==> src/rtl/tblm_pkg.sv <==
// Shared types, orientation codes and the LED segment table of the LED mask block.
// No dependencies.
package tblm_pkg;

  localparam int LED_COUNT = 45;
  localparam int SEG_COUNT = 15;
  localparam int VEC_W     = 15;

  // Orientation as it appears on the result port.
  localparam logic [1:0] ORI_MORNING = 2'd0;
  localparam logic [1:0] ORI_MIDDAY  = 2'd1;
  localparam logic [1:0] ORI_NIGHT   = 2'd2;

  // Stored orientation, one-hot.
  typedef enum logic [2:0] {
    ST_MORNING = 3'b001,
    ST_MIDDAY  = 3'b010,
    ST_NIGHT   = 3'b100
  } orient_t;

  // Decision handed from the decode logic to the mask logic and result register.
  typedef struct packed {
    orient_t    orient;
    logic       start;
    logic       backward;
    logic [2:0] offset;
  } dec_t;

  // Segment spans and, per orientation, which bit of {second, minute, offset}
  // keeps the segment lit.
  localparam logic [5:0] SEG_FIRST [SEG_COUNT] = '{
    6'd7, 6'd14, 6'd0, 6'd31, 6'd29, 6'd27, 6'd21, 6'd23,
    6'd25, 6'd33, 6'd35, 6'd37, 6'd39, 6'd41, 6'd43};
  localparam logic [5:0] SEG_LAST [SEG_COUNT] = '{
    6'd13, 6'd20, 6'd6, 6'd32, 6'd30, 6'd28, 6'd22, 6'd24,
    6'd26, 6'd34, 6'd36, 6'd38, 6'd40, 6'd42, 6'd44};
  localparam logic [3:0] SEL_MORNING [SEG_COUNT] = '{
    4'd2, 4'd0, 4'd1, 4'd12, 4'd11, 4'd10, 4'd9, 4'd3,
    4'd4, 4'd13, 4'd14, 4'd8, 4'd7, 4'd6, 4'd5};
  localparam logic [3:0] SEL_MIDDAY [SEG_COUNT] = '{
    4'd0, 4'd1, 4'd2, 4'd3, 4'd4, 4'd5, 4'd6, 4'd7,
    4'd8, 4'd9, 4'd10, 4'd11, 4'd12, 4'd13, 4'd14};
  localparam logic [3:0] SEL_NIGHT [SEG_COUNT] = '{
    4'd1, 4'd2, 4'd0, 4'd7, 4'd8, 4'd14, 4'd13, 4'd12,
    4'd11, 4'd6, 4'd5, 4'd4, 4'd3, 4'd9, 4'd10};

  localparam logic [15:0] MOVE_STEPS_RESET = 16'd200;

  function automatic logic [1:0] orient_code(orient_t o);
    logic [1:0] c;
    unique case (o)
      ST_MORNING: c = ORI_MORNING;
      ST_MIDDAY:  c = ORI_MIDDAY;
      ST_NIGHT:   c = ORI_NIGHT;
      default:    c = ORI_MIDDAY;
    endcase
    return c;
  endfunction

endpackage

==> src/rtl/tblm_decode.sv <==
// Period decode, hour offset and orientation move decision.
// Depends on tblm_pkg.
module tblm_decode (
  input  logic              [4:0] hour,
  input  logic                    motor_busy,
  input  tblm_pkg::orient_t       cur_orient,
  output tblm_pkg::dec_t          dec
);

  tblm_pkg::orient_t target;
  logic [4:0]        offset_full;
  logic              do_move;

  always_comb begin
    if (hour >= 5'd3 && hour < 5'd11) begin
      target      = tblm_pkg::ST_MORNING;
      offset_full = hour - 5'd3;
    end else if (hour >= 5'd11 && hour < 5'd19) begin
      target      = tblm_pkg::ST_MIDDAY;
      offset_full = hour - 5'd11;
    end else if (hour >= 5'd19) begin
      target      = tblm_pkg::ST_NIGHT;
      offset_full = hour - 5'd19;
    end else begin
      target      = tblm_pkg::ST_NIGHT;
      offset_full = hour + 5'd5;
    end
  end

  assign do_move = (cur_orient != target) && !motor_busy;

  always_comb begin
    dec.offset   = offset_full[2:0];
    dec.orient   = do_move ? target : cur_orient;
    dec.start    = do_move;
    // A move is backward when the target is the period that follows the current one.
    dec.backward = 1'b0;
    if (do_move) begin
      unique case (cur_orient)
        tblm_pkg::ST_MORNING: dec.backward = (target == tblm_pkg::ST_MIDDAY);
        tblm_pkg::ST_MIDDAY:  dec.backward = (target == tblm_pkg::ST_NIGHT);
        tblm_pkg::ST_NIGHT:   dec.backward = (target == tblm_pkg::ST_MORNING);
        default:              dec.backward = 1'b0;
      endcase
    end
  end

endmodule

==> src/rtl/tblm_mask.sv <==
// Segment blanking: builds the LED on/off mask for one orientation.
// Depends on tblm_pkg.
module tblm_mask (
  input  tblm_pkg::orient_t                     orient,
  input  logic              [2:0]               offset,
  input  logic              [5:0]               minute,
  input  logic              [5:0]               second,
  output logic [tblm_pkg::LED_COUNT-1:0]        led_mask
);

  logic [tblm_pkg::VEC_W-1:0] vec;
  logic [3:0]                 sel [tblm_pkg::SEG_COUNT];

  assign vec = {second, minute, offset};

  always_comb begin
    for (int s = 0; s < tblm_pkg::SEG_COUNT; s++) begin
      unique case (orient)
        tblm_pkg::ST_MORNING: sel[s] = tblm_pkg::SEL_MORNING[s];
        tblm_pkg::ST_NIGHT:   sel[s] = tblm_pkg::SEL_NIGHT[s];
        default:              sel[s] = tblm_pkg::SEL_MIDDAY[s];
      endcase
    end
  end

  always_comb begin
    led_mask = '1;
    for (int s = 0; s < tblm_pkg::SEG_COUNT; s++) begin
      for (int i = 0; i < tblm_pkg::LED_COUNT; i++) begin
        if (i >= int'(tblm_pkg::SEG_FIRST[s]) && i <= int'(tblm_pkg::SEG_LAST[s]) &&
            !vec[sel[s]]) begin
          led_mask[i] = 1'b0;
        end
      end
    end
  end

endmodule

==> src/rtl/triangle_binary_clock_led_mask_top.sv <==
// LED blanking mask and orientation control for a triangular binary clock.
// Depends on tblm_pkg, tblm_decode and tblm_mask.
//
// Usage: each input word carries hour, minute, second and the motor's busy
// flag and is taken at a clock edge where in_valid is high and in_stall low.
// Every input word produces exactly one result word on the out_ channel,
// taken where out_valid is high and out_stall low.
// The result holds the 45-bit LED mask, the orientation after this word and
// a move request (start, direction, step count) for the rotation motor.
//
// The edge that takes the input word loads the input register; the period
// decode and segment blanking logic feed the result register, and out_valid
// rises when it loads. Throughput is one word per cycle while out_stall is
// low; the orientation register is the only state carried between words.
//
// When the receiver stalls, the result register holds its word, the input
// register still takes one more word, and in_stall rises only once both are
// full. Reset (rst_n low, synchronous) empties both stages, sets the
// orientation to midday and the move step count to 200. cfg_we writes
// cfg_wdata into the move step count; write it only while the block is idle.
module triangle_binary_clock_led_mask_top (
  input  logic        clk,
  input  logic        rst_n,
  input  logic        cfg_we,
  input  logic [15:0] cfg_wdata,
  input  logic        in_valid,
  output logic        in_stall,
  input  logic [4:0]  in_hour,
  input  logic [5:0]  in_minute,
  input  logic [5:0]  in_second,
  input  logic        in_motor_busy,
  output logic        out_valid,
  input  logic        out_stall,
  output logic [44:0] out_led_mask,
  output logic [1:0]  out_orientation,
  output logic        out_move_start,
  output logic        out_move_backward,
  output logic [15:0] out_move_steps
);

  // Configuration register.
  logic [15:0] move_step_count_r;

  // Input register.
  logic       s1_valid_r;
  logic [4:0] s1_hour_r;
  logic [5:0] s1_minute_r;
  logic [5:0] s1_second_r;
  logic       s1_busy_r;

  // Orientation state.
  tblm_pkg::orient_t orient_r;

  // Result register.
  logic        out_valid_r;
  logic [44:0] out_led_mask_r;
  logic [1:0]  out_orientation_r;
  logic        out_move_start_r;
  logic        out_move_backward_r;
  logic [15:0] out_move_steps_r;

  tblm_pkg::dec_t                  dec;
  logic [tblm_pkg::LED_COUNT-1:0]  led_mask_nxt;
  logic [15:0]                     move_steps_nxt;
  logic                            advance;
  logic                            load_out;

  // The result register can load when it is empty or its word is leaving.
  assign advance  = !out_valid_r || !out_stall;
  assign load_out = advance && s1_valid_r;
  assign in_stall = s1_valid_r && !advance;

  tblm_decode u_decode (
    .hour       (s1_hour_r),
    .motor_busy (s1_busy_r),
    .cur_orient (orient_r),
    .dec        (dec)
  );

  tblm_mask u_mask (
    .orient   (dec.orient),
    .offset   (dec.offset),
    .minute   (s1_minute_r),
    .second   (s1_second_r),
    .led_mask (led_mask_nxt)
  );

  assign move_steps_nxt = dec.start ? move_step_count_r : 16'd0;

  always_ff @(posedge clk) begin
    if (!rst_n) begin
      move_step_count_r <= tblm_pkg::MOVE_STEPS_RESET;
    end else if (cfg_we) begin
      move_step_count_r <= cfg_wdata;
    end
  end

  always_ff @(posedge clk) begin
    if (!rst_n) begin
      s1_valid_r <= 1'b0;
    end else if (!in_stall) begin
      s1_valid_r <= in_valid;
    end
  end

  always_ff @(posedge clk) begin
    if (in_valid && !in_stall) begin
      s1_hour_r   <= in_hour;
      s1_minute_r <= in_minute;
      s1_second_r <= in_second;
      s1_busy_r   <= in_motor_busy;
    end
  end

  always_ff @(posedge clk) begin
    if (!rst_n) begin
      orient_r    <= tblm_pkg::ST_MIDDAY;
      out_valid_r <= 1'b0;
    end else begin
      if (advance) begin
        out_valid_r <= s1_valid_r;
      end
      if (load_out) begin
        orient_r <= dec.orient;
      end
    end
  end

  always_ff @(posedge clk) begin
    if (load_out) begin
      out_led_mask_r      <= led_mask_nxt;
      out_orientation_r   <= tblm_pkg::orient_code(dec.orient);
      out_move_start_r    <= dec.start;
      out_move_backward_r <= dec.backward;
      out_move_steps_r    <= move_steps_nxt;
    end
  end

  assign out_valid         = out_valid_r;
  assign out_led_mask      = out_led_mask_r;
  assign out_orientation   = out_orientation_r;
  assign out_move_start    = out_move_start_r;
  assign out_move_backward = out_move_backward_r;
  assign out_move_steps    = out_move_steps_r;

endmodule

==> config.mk <==
export PLATFORM = sky130hd
export DESIGN_NAME = triangle_binary_clock_led_mask_top
export DESIGN_NICKNAME = d
export VERILOG_FILES = /design/src/rtl/tblm_pkg.sv /design/src/rtl/tblm_decode.sv /design/src/rtl/tblm_mask.sv /design/src/rtl/triangle_binary_clock_led_mask_top.sv
export SDC_FILE = /design/constraint.sdc
export NUM_CORES = 1
export LEC_CHECK = 0
export BUFFER_PORTS_ARGS = -buffer_cell sky130_fd_sc_hd__buf_2
export CELL_PAD_IN_SITES_DETAIL_PLACEMENT = 1
export CELL_PAD_IN_SITES_GLOBAL_PLACEMENT = 1
export CORE_MARGIN = 1.5
export CORE_UTILIZATION = 40
export CTS_BUF_LIST = sky130_fd_sc_hd__clkbuf_16
export DETAILED_ROUTE_END_ITERATION = 7
export GPL_TIMING_DRIVEN = 0
export HOLD_SLACK_MARGIN = 0.02
export PLACE_DENSITY_LB_ADDON = 0.1
export SLEW_MARGIN = 15
export SYNTH_ARGS = -nofsm -noshare
export SYNTH_HDL_FRONTEND = slang
export SYNTH_SLANG_ARGS = --single-unit
==> constraint.sdc <==
create_clock -name clk -period 2.65 [get_ports clk]
set_input_delay 0.795 -clock clk [delete_from_list [all_inputs] [get_ports clk]]
set_output_delay 0.795 -clock clk [all_outputs]
set_load 0.02 [all_outputs]
==> flow_metrics.env, run 1 <==
export IMPL_status="finished, final reports clean"
export IMPL_multi_input_area_um2=1069
export IMPL_total_power_mw=3.049
export IMPL_synth_edff_count=53
export IMPL_viasPerCell=4.962
export IMPL_cts_sinks=74
export IMPL_leakagePower_nw=1.889
export IMPL_nNetsFinal=431
export IMPL_yosysMostFrequentCell="edfxtp_1"
export IMPL_core_rowCount=33
export IMPL_ant_nets=0
export IMPL_first_pass_iters=4
export IMPL_p_int_mw=2.292
export IMPL_dieArea_um2=9090
export IMPL_worstPathMaxFanout=10
export IMPL_arrival_ns=2.52
export IMPL_wl_per_cell_um=15.35
export IMPL_fin_area_um2=4442
export IMPL_die_w_um=95.34
export IMPL_powerDensity_nw_per_um2=686.3
export IMPL_power_share_sequential=0.448
export IMPL_setup_violations=0
export IMPL_grt_usage=0.1774
export IMPL_min_path_cells=2
export IMPL_syn_area_um2=3411
export IMPL_yosysUniqueCellTypes=45
export IMPL_die_h_um=95.34
export IMPL_p_switching_mw=0.7570
export IMPL_drc=0
export IMPL_ys_ff_latch=74
export IMPL_drive_gt1_frac=0.4318
export IMPL_grt_pass1_wl_um=11920
export IMPL_antenna_found_initial=0
export IMPL_dp_hpwl_um=5510
export IMPL_seq_area_um2=2012
export IMPL_netlist_top_cells_area="edfxtp_1 (47%), dfxtp_1 (12%), buf_4 (6.6%), mux2i_1 (5.3%), and2_1 (3.5%)"
export IMPL_yosysWarnings=0
export IMPL_cts_clk_slew_worst_paths_ns=0.06
export IMPL_port_buffers=104
export IMPL_p_clk_frac=0.412
export IMPL_synthArstFlopShare=0
export IMPL_grt_max_degree=36
export IMPL_cts_max_path_buffers=2
export IMPL_peakVddDrop_mv=0.3024
export IMPL_avgSynthCellArea_um2=12.59
export IMPL_wirelength_um=7692
export IMPL_clkLatencyLatePin_ns=0.33
export IMPL_post_dp_cell_area_um2=4080
export IMPL_path_class="register to register"
export IMPL_swShare=0.2483
export IMPL_place_gp_congestion=0.8279
export IMPL_rsz0062_at_grt="no"
export IMPL_reg2reg_depth=6
export IMPL_worst_pin_slew_ns=0.7757
export IMPL_hold_class="register to register"
export IMPL_cts_made_buffers=9
export IMPL_seq_area_frac_synth=0.5899
export IMPL_vias=2486
export IMPL_startpoint_type="register"
export IMPL_skew_ns=0.008932
export IMPL_synth_top_cell_by_area="edfxtp_1"
export IMPL_hold_violations=0
export IMPL_pin_count=106
export IMPL_utilization=0.5379
export IMPL_period_minus_slack_ns=2.446
export IMPL_p_comb_frac=0.141
export IMPL_diodes=0
export IMPL_slew_headroom=0.4829
export IMPL_core_area_um2=8258
export IMPL_fin_hold_ws_ns=0.4824
export IMPL_dr_first_iter_drc_count=100
export IMPL_period_share=0.9231
export IMPL_grt_pass1_vias=2469
export IMPL_grt_overflow=0
export IMPL_initial_utilization=0.4130
export IMPL_cp_slowest_stage_delay_ns=0.56
export IMPL_synth_top_cell_area_share=0.4666
export IMPL_path_cells="a211oi_4 -> mux2i_2 -> o21a_1 -> buf_2 -> o22ai_1 -> a32o_1"
export IMPL_area_delta_synth_final_pct=30.23
export IMPL_synthTopCellsByCount="edfxtp_1 (53), buf_4 (30), dfxtp_1 (21)"
export IMPL_synthCells=271
export IMPL_tritoncts="yes"
export IMPL_cts_root_buf="clkbuf_16"
export IMPL_ys_flop_type="edfxtp_1"
export IMPL_slew_viol_final=0
export IMPL_cts_max_level=3
export IMPL_syn_nets=311
export IMPL_drv_cap=0
export IMPL_cp_slowest_cell="edfxtp_1"
export IMPL_critPathRequiredTime_ns=2.73
export IMPL_num_fill_cells=893
export IMPL_fmax_ghz=0.4088
export IMPL_worstSetupEndpointType="register"
[placed cells by master, fill, tap and decap left out, types with 3 or more instances in the layout]
master / synthesis / layout
buf_2: 2 / 106
edfxtp_1: 53 / 53
buf_4: 30 / 34
dfxtp_1: 21 / 21
and2_1: 19 / 19
mux2i_1: 18 / 17
nor2b_1: 17 / 16
inv_1: 14 / 14
o22ai_1: 14 / 14
nand2_1: 10 / 10
clkbuf_16: 0 / 10
a32oi_1: 9 / 9
clkbuf_1: 8 / 7
nor2_1: 6 / 6
a32o_1: 6 / 6
nand2b_1: 3 / 3
buf_6: 3 / 3
[logic make-up (layout without fill, tap and decap cells)]
| group | count (synthesis) | after routing | share of synthesized area |
|---|---|---|---|
| xor+xnor | 1 | 1 | 0.002568 |
| simple gates | 62 | 62 | 0.1016 |
| flops | 74 | 74 | 0.5899 |
| fa+ha+maj | 1 | 1 | 0.003668 |
| mux | 18 | 18 | 0.05282 |
| compound gates | 58 | 58 | 0.1464 |
| buf+inv | 57 | 182 | 0.1031 |
[layer usage]
layer | track usage | up-vias | routed length, µm
met5 | 0 | - | 0
met1 | 0.2124 | 1194 | 3359
li1 | - | 1211 | -
met4 | 0.08582 | 0 | 80
met2 | 0.2943 | 77 | 3856
met3 | 0.04705 | 4 | 395
[worst paths after layout]
| check | to | slack [ns] | from |
|---|---|---|---|
| hold reg to reg | move_step_count_r[7] | 0.48 | move_step_count_r[7] |
| hold / removal | move_step_count_r[7] | 0.48 | move_step_count_r[7] |
| setup reg to reg | out_led_mask[34] | 0.20 | s1_hour_r[3] |
| setup / recovery | out_led_mask[34] | 0.20 | s1_hour_r[3] |
[final cells by class]
type,instances,share of cell area
buffer,43,0.06761
inverter,14,0.01183
clock buffer,10,0.05634
tap,105,0.02958
sequential,74,0.4530
multi-input combinational,140,0.2406
clock inverter,6,0.01380
timing repair buffer,109,0.1273
[power by group through the flow]
stage / Combinational, mW / Clock [mW] / Sequential (mW)
2_1_floorplan: 0.247 / 0 / 1.42
3_3_place_gp: 0.411 / 0 / 1.39
3_5_place_dp: 0.422 / 0 / 1.39
4_1_cts: 0.427 / 1.28 / 1.36
5_1_grt: 0.467 / 1.33 / 1.37
6_report: 0.429 / 1.25 / 1.36
[critical path, delay by kind of cell, from the launching register on]
family / cells / cell delay, ns
compound gates: 4 / 0.96
buf+inv: 1 / 0.25
flops: 1 / 0.56
mux: 1 / 0.42
[sequential cells by signal, indices dropped and copies added, names as in the netlist]
signal,cells
out_move_backward,1
out_orientation,2
out_move_start,1
out_move_steps,16
s1_hour_r,5
out_led_mask,15
move_step_count_r,16
s1_valid_r,1
s1_busy_r,1
out_valid,1
s1_second_r,6
s1_minute_r,6
orient_r,3
[stage by stage]
stage	TNS [ns]	worst slack [ns]	instances
3_5_place_dp	-0.05461	-0.05461	481
3_3_place_gp	-1.949	-0.1096	480
5_1_grt	0	0.05457	501
2_1_floorplan	0	0.3127	271
6_report	0	0.2039	501
4_1_cts	0	0.05749	499
[timing repair]
item	in CTS	in global routing
setup endpoints to repair	2	22
gates resized for setup	0	5
buffers inserted	2	2
hold buffers	0	0
pin swaps	1	1
Note: power is estimated with default switching activity, not from simulation.
==> inputs of run 2 (changes only) <==
Settings changed: ABC_AREA from default to 1, CORE_UTILIZATION 40 to 38.
==> run 2 against run 1 <==
  * Sequential cell count is the same
  * Sequential power is essentially flat
  * Critical endpoint is now out_move_steps[4]
  * Clock skew grew 0.00072 ns
  * Die area grew 5.7%
  * Total power grew 1.8%
  * Global-route usage shrank 1.2 points
  * Maximum frequency grew 9.7%
  * First-iteration DRC count shrank 17%
==> flow_metrics.env, run 2 <==
export IMPL_status="finished, final reports clean"
export IMPL_peakVddDrop_mv=0.3565
export IMPL_clkLatencyLatePin_ns=0.33
export IMPL_netlist_top_cells_area="edfxtp_1 (46%), dfxtp_1 (12%), buf_4 (7.0%), nand2_1 (6.9%), inv_1 (4.9%)"
export IMPL_syn_area_um2=3432
export IMPL_postCtsSetupBuffers=0
export IMPL_port_buffers=105
export IMPL_yosysUniqueCellTypes=26
export IMPL_num_fill_cells=996
export IMPL_p_int_mw=2.264
export IMPL_power_share_sequential=0.440
export IMPL_cts_made_buffers=9
export IMPL_drv_cap=0
export IMPL_core_rowCount=34
export IMPL_synthArstFlopShare=0
export IMPL_leakagePower_nw=2.117
export IMPL_rsz0062_at_grt="no"
export IMPL_die_h_um=98.04
export IMPL_area_delta_synth_final_pct=29.17
export IMPL_dieArea_um2=9611
export IMPL_slew_viol_final=0
export IMPL_yosysWarnings=0
export IMPL_seq_area_frac_synth=0.5862
export IMPL_cts_sinks=74
export IMPL_cts_root_buf="clkbuf_16"
export IMPL_grt_max_degree=22
export IMPL_p_switching_mw=0.8384
export IMPL_yosysMostFrequentCell="nand2_1"
export IMPL_cts_repair_resized=0
export IMPL_synthCells=347
export IMPL_grt_usage=0.1657
export IMPL_skew_ns=0.009656
export IMPL_min_path_cells=2
export IMPL_grt_pass1_wl_um=12590
export IMPL_dp_hpwl_um=5473
export IMPL_fin_tns_setup_ns=0
export IMPL_drive_gt1_frac=0.3923
export IMPL_cts_max_path_buffers=2
export IMPL_r2r_end="out_move_steps[4]"
export IMPL_final_cell_mix="buf_2 (107), nand2_1 (63), edfxtp_1 (53)"
export IMPL_grt_pass1_vias=2685
export IMPL_p_clk_frac=0.401
export IMPL_wirelength_um=7375
export IMPL_diodes=0
export IMPL_swShare=0.2702
export IMPL_worstPathMaxFanout=10
export IMPL_powerDensity_nw_per_um2=699.8
export IMPL_wl_per_cell_um=12.78
export IMPL_period_minus_slack_ns=2.230
export IMPL_hold_violations=0
export IMPL_p_comb_frac=0.160
export IMPL_syn_nets=387
export IMPL_path_class="register to register"
export IMPL_avgSynthCellArea_um2=9.891
export IMPL_synthTopCellsByCount="nand2_1 (63), edfxtp_1 (53), inv_1 (45)"
export IMPL_slew_headroom=0.5233
export IMPL_period_share=0.8414
export IMPL_place_gp_congestion=0.8497
export IMPL_fmax_ghz=0.4485
export IMPL_arrival_ns=2.31
export IMPL_ys_flop_type="edfxtp_1"
export IMPL_dr_first_iter_drc_count=83
export IMPL_placed_cells=561
export IMPL_startpoint_type="register"
export IMPL_critPathRequiredTime_ns=2.73
export IMPL_worst_pin_slew_ns=0.7142
export IMPL_drc=0
export IMPL_die_w_um=98.04
export IMPL_holdCritStartpoint="move_step_count_r[0]"
export IMPL_ys_ff_latch=74
export IMPL_antenna_found_initial=0
export IMPL_synth_top_cell_by_area="edfxtp_1"
export IMPL_r2r_start="s1_hour_r[0]"
export IMPL_holdBufCountCts=0
export IMPL_min_to="move_step_count_r[0]"
export IMPL_cts_clk_slew_worst_paths_ns=0.06
export IMPL_synth_top_cell_area_share=0.4637
export IMPL_core_area_um2=8721
export IMPL_reg2reg_depth=12
export IMPL_pin_count=106
export IMPL_setup_violations=0
export IMPL_worstSetupEndpointType="register"
export IMPL_hold_class="register to register"
export IMPL_synth_edff_count=53
export IMPL_tritoncts="yes"
export IMPL_first_pass_iters=4
export IMPL_grt_overflow=0
export IMPL_viasPerCell=4.515
export IMPL_cts_max_level=3
export IMPL_initial_utilization=0.3935
export IMPL_ant_nets=0
export IMPL_layout_commonest_cell="buf_2"
export IMPL_fin_cells=577
export IMPL_vias=2605
export IMPL_nNetsFinal=504
export IMPL_rrSetupSlack_ns=0.42
-- run 2: cell count changes in the layout (fill, tap and decap cells not counted), moves of 16 or more --
cell	delta
nor2b_1	-16
inv_1	+31
a21oi_1	+20
nor2_1	+21
nand3_1	+17
and2_1	-19
mux2i_1	-17
o21ai_0	+19
nand2_1	+53
-- run 2: cell families after synthesis --
| family | count (synthesis) | share of synthesized area |
|---|---|---|
| fa+ha+maj | 1 | 0.003645 |
| simple gates | 131 | 0.1772 |
| xor+xnor | 3 | 0.007657 |
| mux | 3 | 0.01969 |
| flops | 74 | 0.5862 |
| compound gates | 46 | 0.06818 |
| buf+inv | 89 | 0.1374 |
-- run 2: stage by stage --
step | worst slack [ns] | total power [mW] | utilization | area, µm² | hold WS [ns]
after CTS | 0.4220 | 3.144 | 0.5083 | 4433 | 0.4663
after detailed placement | 0.4582 | 1.889 | 0.4733 | 4128 | 0.4498
after global placement | -0.5110 | 1.869 | 0.4696 | 4095 | 0.4385
after global routing | 0.1970 | 3.250 | 0.5083 | 4433 | 0.4842
after floorplan | 0.2009 | 1.727 | - | 3435 | 0.4294
final | 0.4202 | 3.102 | 0.5083 | 4433 | 0.4576
-- run 2: worst max path at each step --
stage	startpoint	to	slack, ns	depth (start not counted)
global placement	out_stall	orient_r[0]	-0.51	7
global route	s1_hour_r[0]	out_move_steps[4]	0.20	12
CTS	s1_hour_r[0]	out_move_steps[4]	0.42	12
detailed placement	s1_hour_r[0]	out_led_mask[6]	0.46	12
floorplan	out_stall	orient_r[0]	0.20	6
finish	s1_hour_r[0]	out_move_steps[4]	0.42	12
-- run 2: area by class of cell --
| type | count | area [µm²] | share of cell area |
|---|---|---|---|
| Sequential cell | 74 | 2012 | 0.4539 |
| Multi-Input combinational cell | 184 | 955.9 | 0.2156 |
| Timing Repair Buffer | 106 | 553.0 | 0.1248 |
| Buffer | 39 | 284.0 | 0.06407 |
| Clock buffer | 9 | 225.2 | 0.05080 |
| Inverter | 50 | 187.7 | 0.04234 |
| Tap cell | 108 | 135.1 | 0.03048 |
| Clock inverter | 7 | 80.08 | 0.01806 |
-- run 2: worst max-delay path: stages (launching register included) --
cell and delay [ns]:
edfxtp_1 0.46, ha_1 0.26, inv_1 0.11, nand3_1 0.09, nand2_1 0.06, nand2_1 0.10, inv_2 0.07, nand2_2 0.08
xor2_1 0.16, nand3_1 0.11, nand2_2 0.19, buf_4 0.23, nor2_1 0.07
-- run 2: power groups by stage --
stage          logic, mW  registers, mW  clock network (mW)
2_1_floorplan      0.303           1.42                   0
3_3_place_gp       0.481           1.39                   0
3_5_place_dp       0.499           1.39                   0
4_1_cts            0.503           1.37                1.28
5_1_grt            0.550           1.37                1.33
6_report           0.495           1.36                1.24
-- run 2: per-layer routing --
layer	routed length, µm	GRT usage	share of wire	vias up
li1	-	-	-	1330
met1	3156	0.2019	0.43	1201
met2	3776	0.2828	0.51	63
met3	342	0.04510	0.046	11
met4	99	0.05824	0.013	0
met5	0	0	0	-
==> inputs of run 3 (changes only) <==
Settings changed: ABC_AREA 1 to 0, CORE_UTILIZATION 38 to 40.
Clock period 2.65 ns to 2.2 ns, I/O delays scaled along.
==> run 3 against run 2 <==
  * Via count rose by 1.8%
  * Critical endpoint is now out_led_mask[6]
  * The flow now finishes with violations (negative setup slack)
  * Sequential share of layout area is 3.8 points lower
  * Global-route usage rose by 1.8 points
  * Die area down 5.4%
  * Critical path depth fell by 5
  * Register-to-register slack worse by 0.55 ns
==> flow_metrics.env, run 3 (synthesis results as in run 1) <==
export IMPL_cp_slowest_cell="nor4_1"
export IMPL_p_comb_frac=0.167
export IMPL_worstPathMaxFanout=10
export IMPL_nNetsFinal=456
export IMPL_critPathRequiredTime_ns=2.25
export IMPL_grt_pass1_vias=2476
export IMPL_wl_per_cell_um=16.48
export IMPL_fin_area_um2=4833
export IMPL_ant_nets=0
export IMPL_cp_depth=7
export IMPL_tritoncts="yes"
export IMPL_place_gp_congestion=0.8316
export IMPL_startpoint_type="register"
export IMPL_min_path_cells=1
export IMPL_vias=2651
export IMPL_grt_overflow=0
export IMPL_cts_sinks=74
export IMPL_drv_cap=0
export IMPL_layout_commonest_cell="buf_2"
export IMPL_die_w_um=95.34
export IMPL_cts_clk_slew_worst_paths_ns=0.06
export IMPL_powerDensity_nw_per_um2=787.1
export IMPL_initial_utilization=0.4130
export IMPL_period_share=1.058
export IMPL_reg2reg_depth=7
export IMPL_setup_ws_ns=-0.1275
export IMPL_power_share_sequential=0.431
export IMPL_dieArea_um2=9090
export IMPL_p_int_mw=2.783
export IMPL_diodes=0
export IMPL_drc=0
export IMPL_p_switching_mw=1.021
export IMPL_cts_max_path_buffers=2
export IMPL_core_rowCount=33
export IMPL_grt_max_degree=36
export IMPL_cp_num_buf_inv=3
export IMPL_leakagePower_nw=2.061
export IMPL_path_cells="buf_4 -> buf_4 -> nor4_1 -> a31oi_2 -> o211ai_2 -> clkbuf_4 -> a32oi_1"
export IMPL_wirelength_um=8671
export IMPL_port_buffers=104
export IMPL_cts_made_buffers=9
export IMPL_die_h_um=95.34
export IMPL_cp_slowest_stage_delay_ns=0.48
export IMPL_cts_max_level=3
export IMPL_violations="negative setup slack"
export IMPL_swShare=0.2684
export IMPL_slew_headroom=0.5127
export IMPL_peakVddDrop_mv=0.4607
export IMPL_post_dp_cell_area_um2=4105
export IMPL_worst_pin_slew_ns=0.7299
export IMPL_setup_violations=17
export IMPL_skew_ns=0.007914
export IMPL_fmax_ghz=0.4296
export IMPL_dp_hpwl_um=5306
export IMPL_final_cell_mix="buf_2 (105), buf_4 (53), edfxtp_1 (53)"
export IMPL_worstSetupEndpointType="register"
export IMPL_grt_pass1_wl_um=12270
export IMPL_hold_class="input pin to register"
export IMPL_p_clk_frac=0.401
export IMPL_period_minus_slack_ns=2.327
export IMPL_slew_viol_final=0
export IMPL_first_pass_iters=4
export IMPL_rsz0062_at_grt="yes"
export IMPL_viasPerCell=5.040
export IMPL_path_class="register to register"
export IMPL_clkLatencyLatePin_ns=0.34
export IMPL_core_area_um2=8258
export IMPL_pre_cts_ws_ns=-0.2736
export IMPL_drive_gt1_frac=0.5154
export IMPL_hold_violations=0
export IMPL_cts_root_buf="clkbuf_16"
export IMPL_crit_top_cell="buf_4"
export IMPL_antenna_found_initial=0
export IMPL_status="finished, violations left"
export IMPL_grt_usage=0.1835
export IMPL_arrival_ns=2.37
export IMPL_area_delta_synth_final_pct=41.71
export IMPL_pin_count=106
export IMPL_dr_first_iter_drc_count=135
export IMPL_crit_family="buffers and inverters"
[run 3: cell types whose count changed in the layout (fill, tap and decap cells not counted), sizes merged, moves of 17 or more]
cell / change
a21oi: -20
and2: +19
buf: +27
inv: -38
nand2: -64
nand3: -19
nor2: -26
nor2b: +17
o21ai: -20
[run 3: path summary, 6_finish.rpt]
path / end / start / slack [ns]
max: out_led_mask[6] / s1_hour_r[3] / -0.13
min: s1_hour_r[1] / in_hour[1] / 0.49
max reg2reg: out_led_mask[6] / s1_hour_r[3] / -0.13
min reg2reg: move_step_count_r[3] / move_step_count_r[3] / 0.50
[run 3: repair_timing]
item	CTS	global route
resized for setup	15	23
hold buffers	0	0
endpoints found under the hold margin	0	0
gates cloned	1	0
buffers inserted	20	8
setup endpoints to repair	34	33
pin swaps	7	22
[run 3: metrics by stage]
stage | utilization | hold WS [ns] | setup TNS (ns) | total power, mW | cells
after detailed placement | 0.4971 | 0.4654 | -5.597 | 2.184 | 481
after global routing | 0.5853 | 0.4870 | -3.071 | 3.927 | 526
after global placement | 0.4955 | 0.4460 | -20.04 | 2.170 | 480
after floorplan | - | 0.4327 | -0.0004812 | 2.013 | 271
final | 0.5853 | 0.4928 | -0.9655 | 3.804 | 526
after CTS | 0.5636 | 0.4884 | -0.09078 | 3.762 | 518
[run 3: power groups by stage]
stage	Clock (mW)	Sequential [mW]	Combinational [mW]
floorplan	0	1.71	0.301
global placement	0	1.67	0.500
detailed placement	0	1.67	0.511
CTS	1.55	1.64	0.577
global route	1.59	1.65	0.682
finish	1.53	1.64	0.636
[run 3: layout make-up]
cell class	instances	area [µm²]
Fill cell	899	3425
Sequential cell	74	2012
Multi-Input combinational cell	140	1236
Timing Repair Buffer	134	780.7
Buffer	43	311.5
Clock buffer	9	225.2
Tap cell	105	131.4
Clock inverter	7	83.83
Inverter	14	52.55
[run 3: worst reg2reg max path, delay by kind of cell (launching register included)]
kind	cells	cell delay, ns
AO/OA/AOI/OAI	3	0.51
AND/OR/NAND/NOR	1	0.49
buffers and inverters	3	0.59
flip-flops	1	0.45
[run 3: layer usage]
layer,part of all wire,up-vias,track usage
met5,0,-,0
met4,0.017,0,0.07960
met3,0.057,14,0.05024
met2,0.52,93,0.3115
met1,0.40,1280,0.2167
li1,-,1264,-
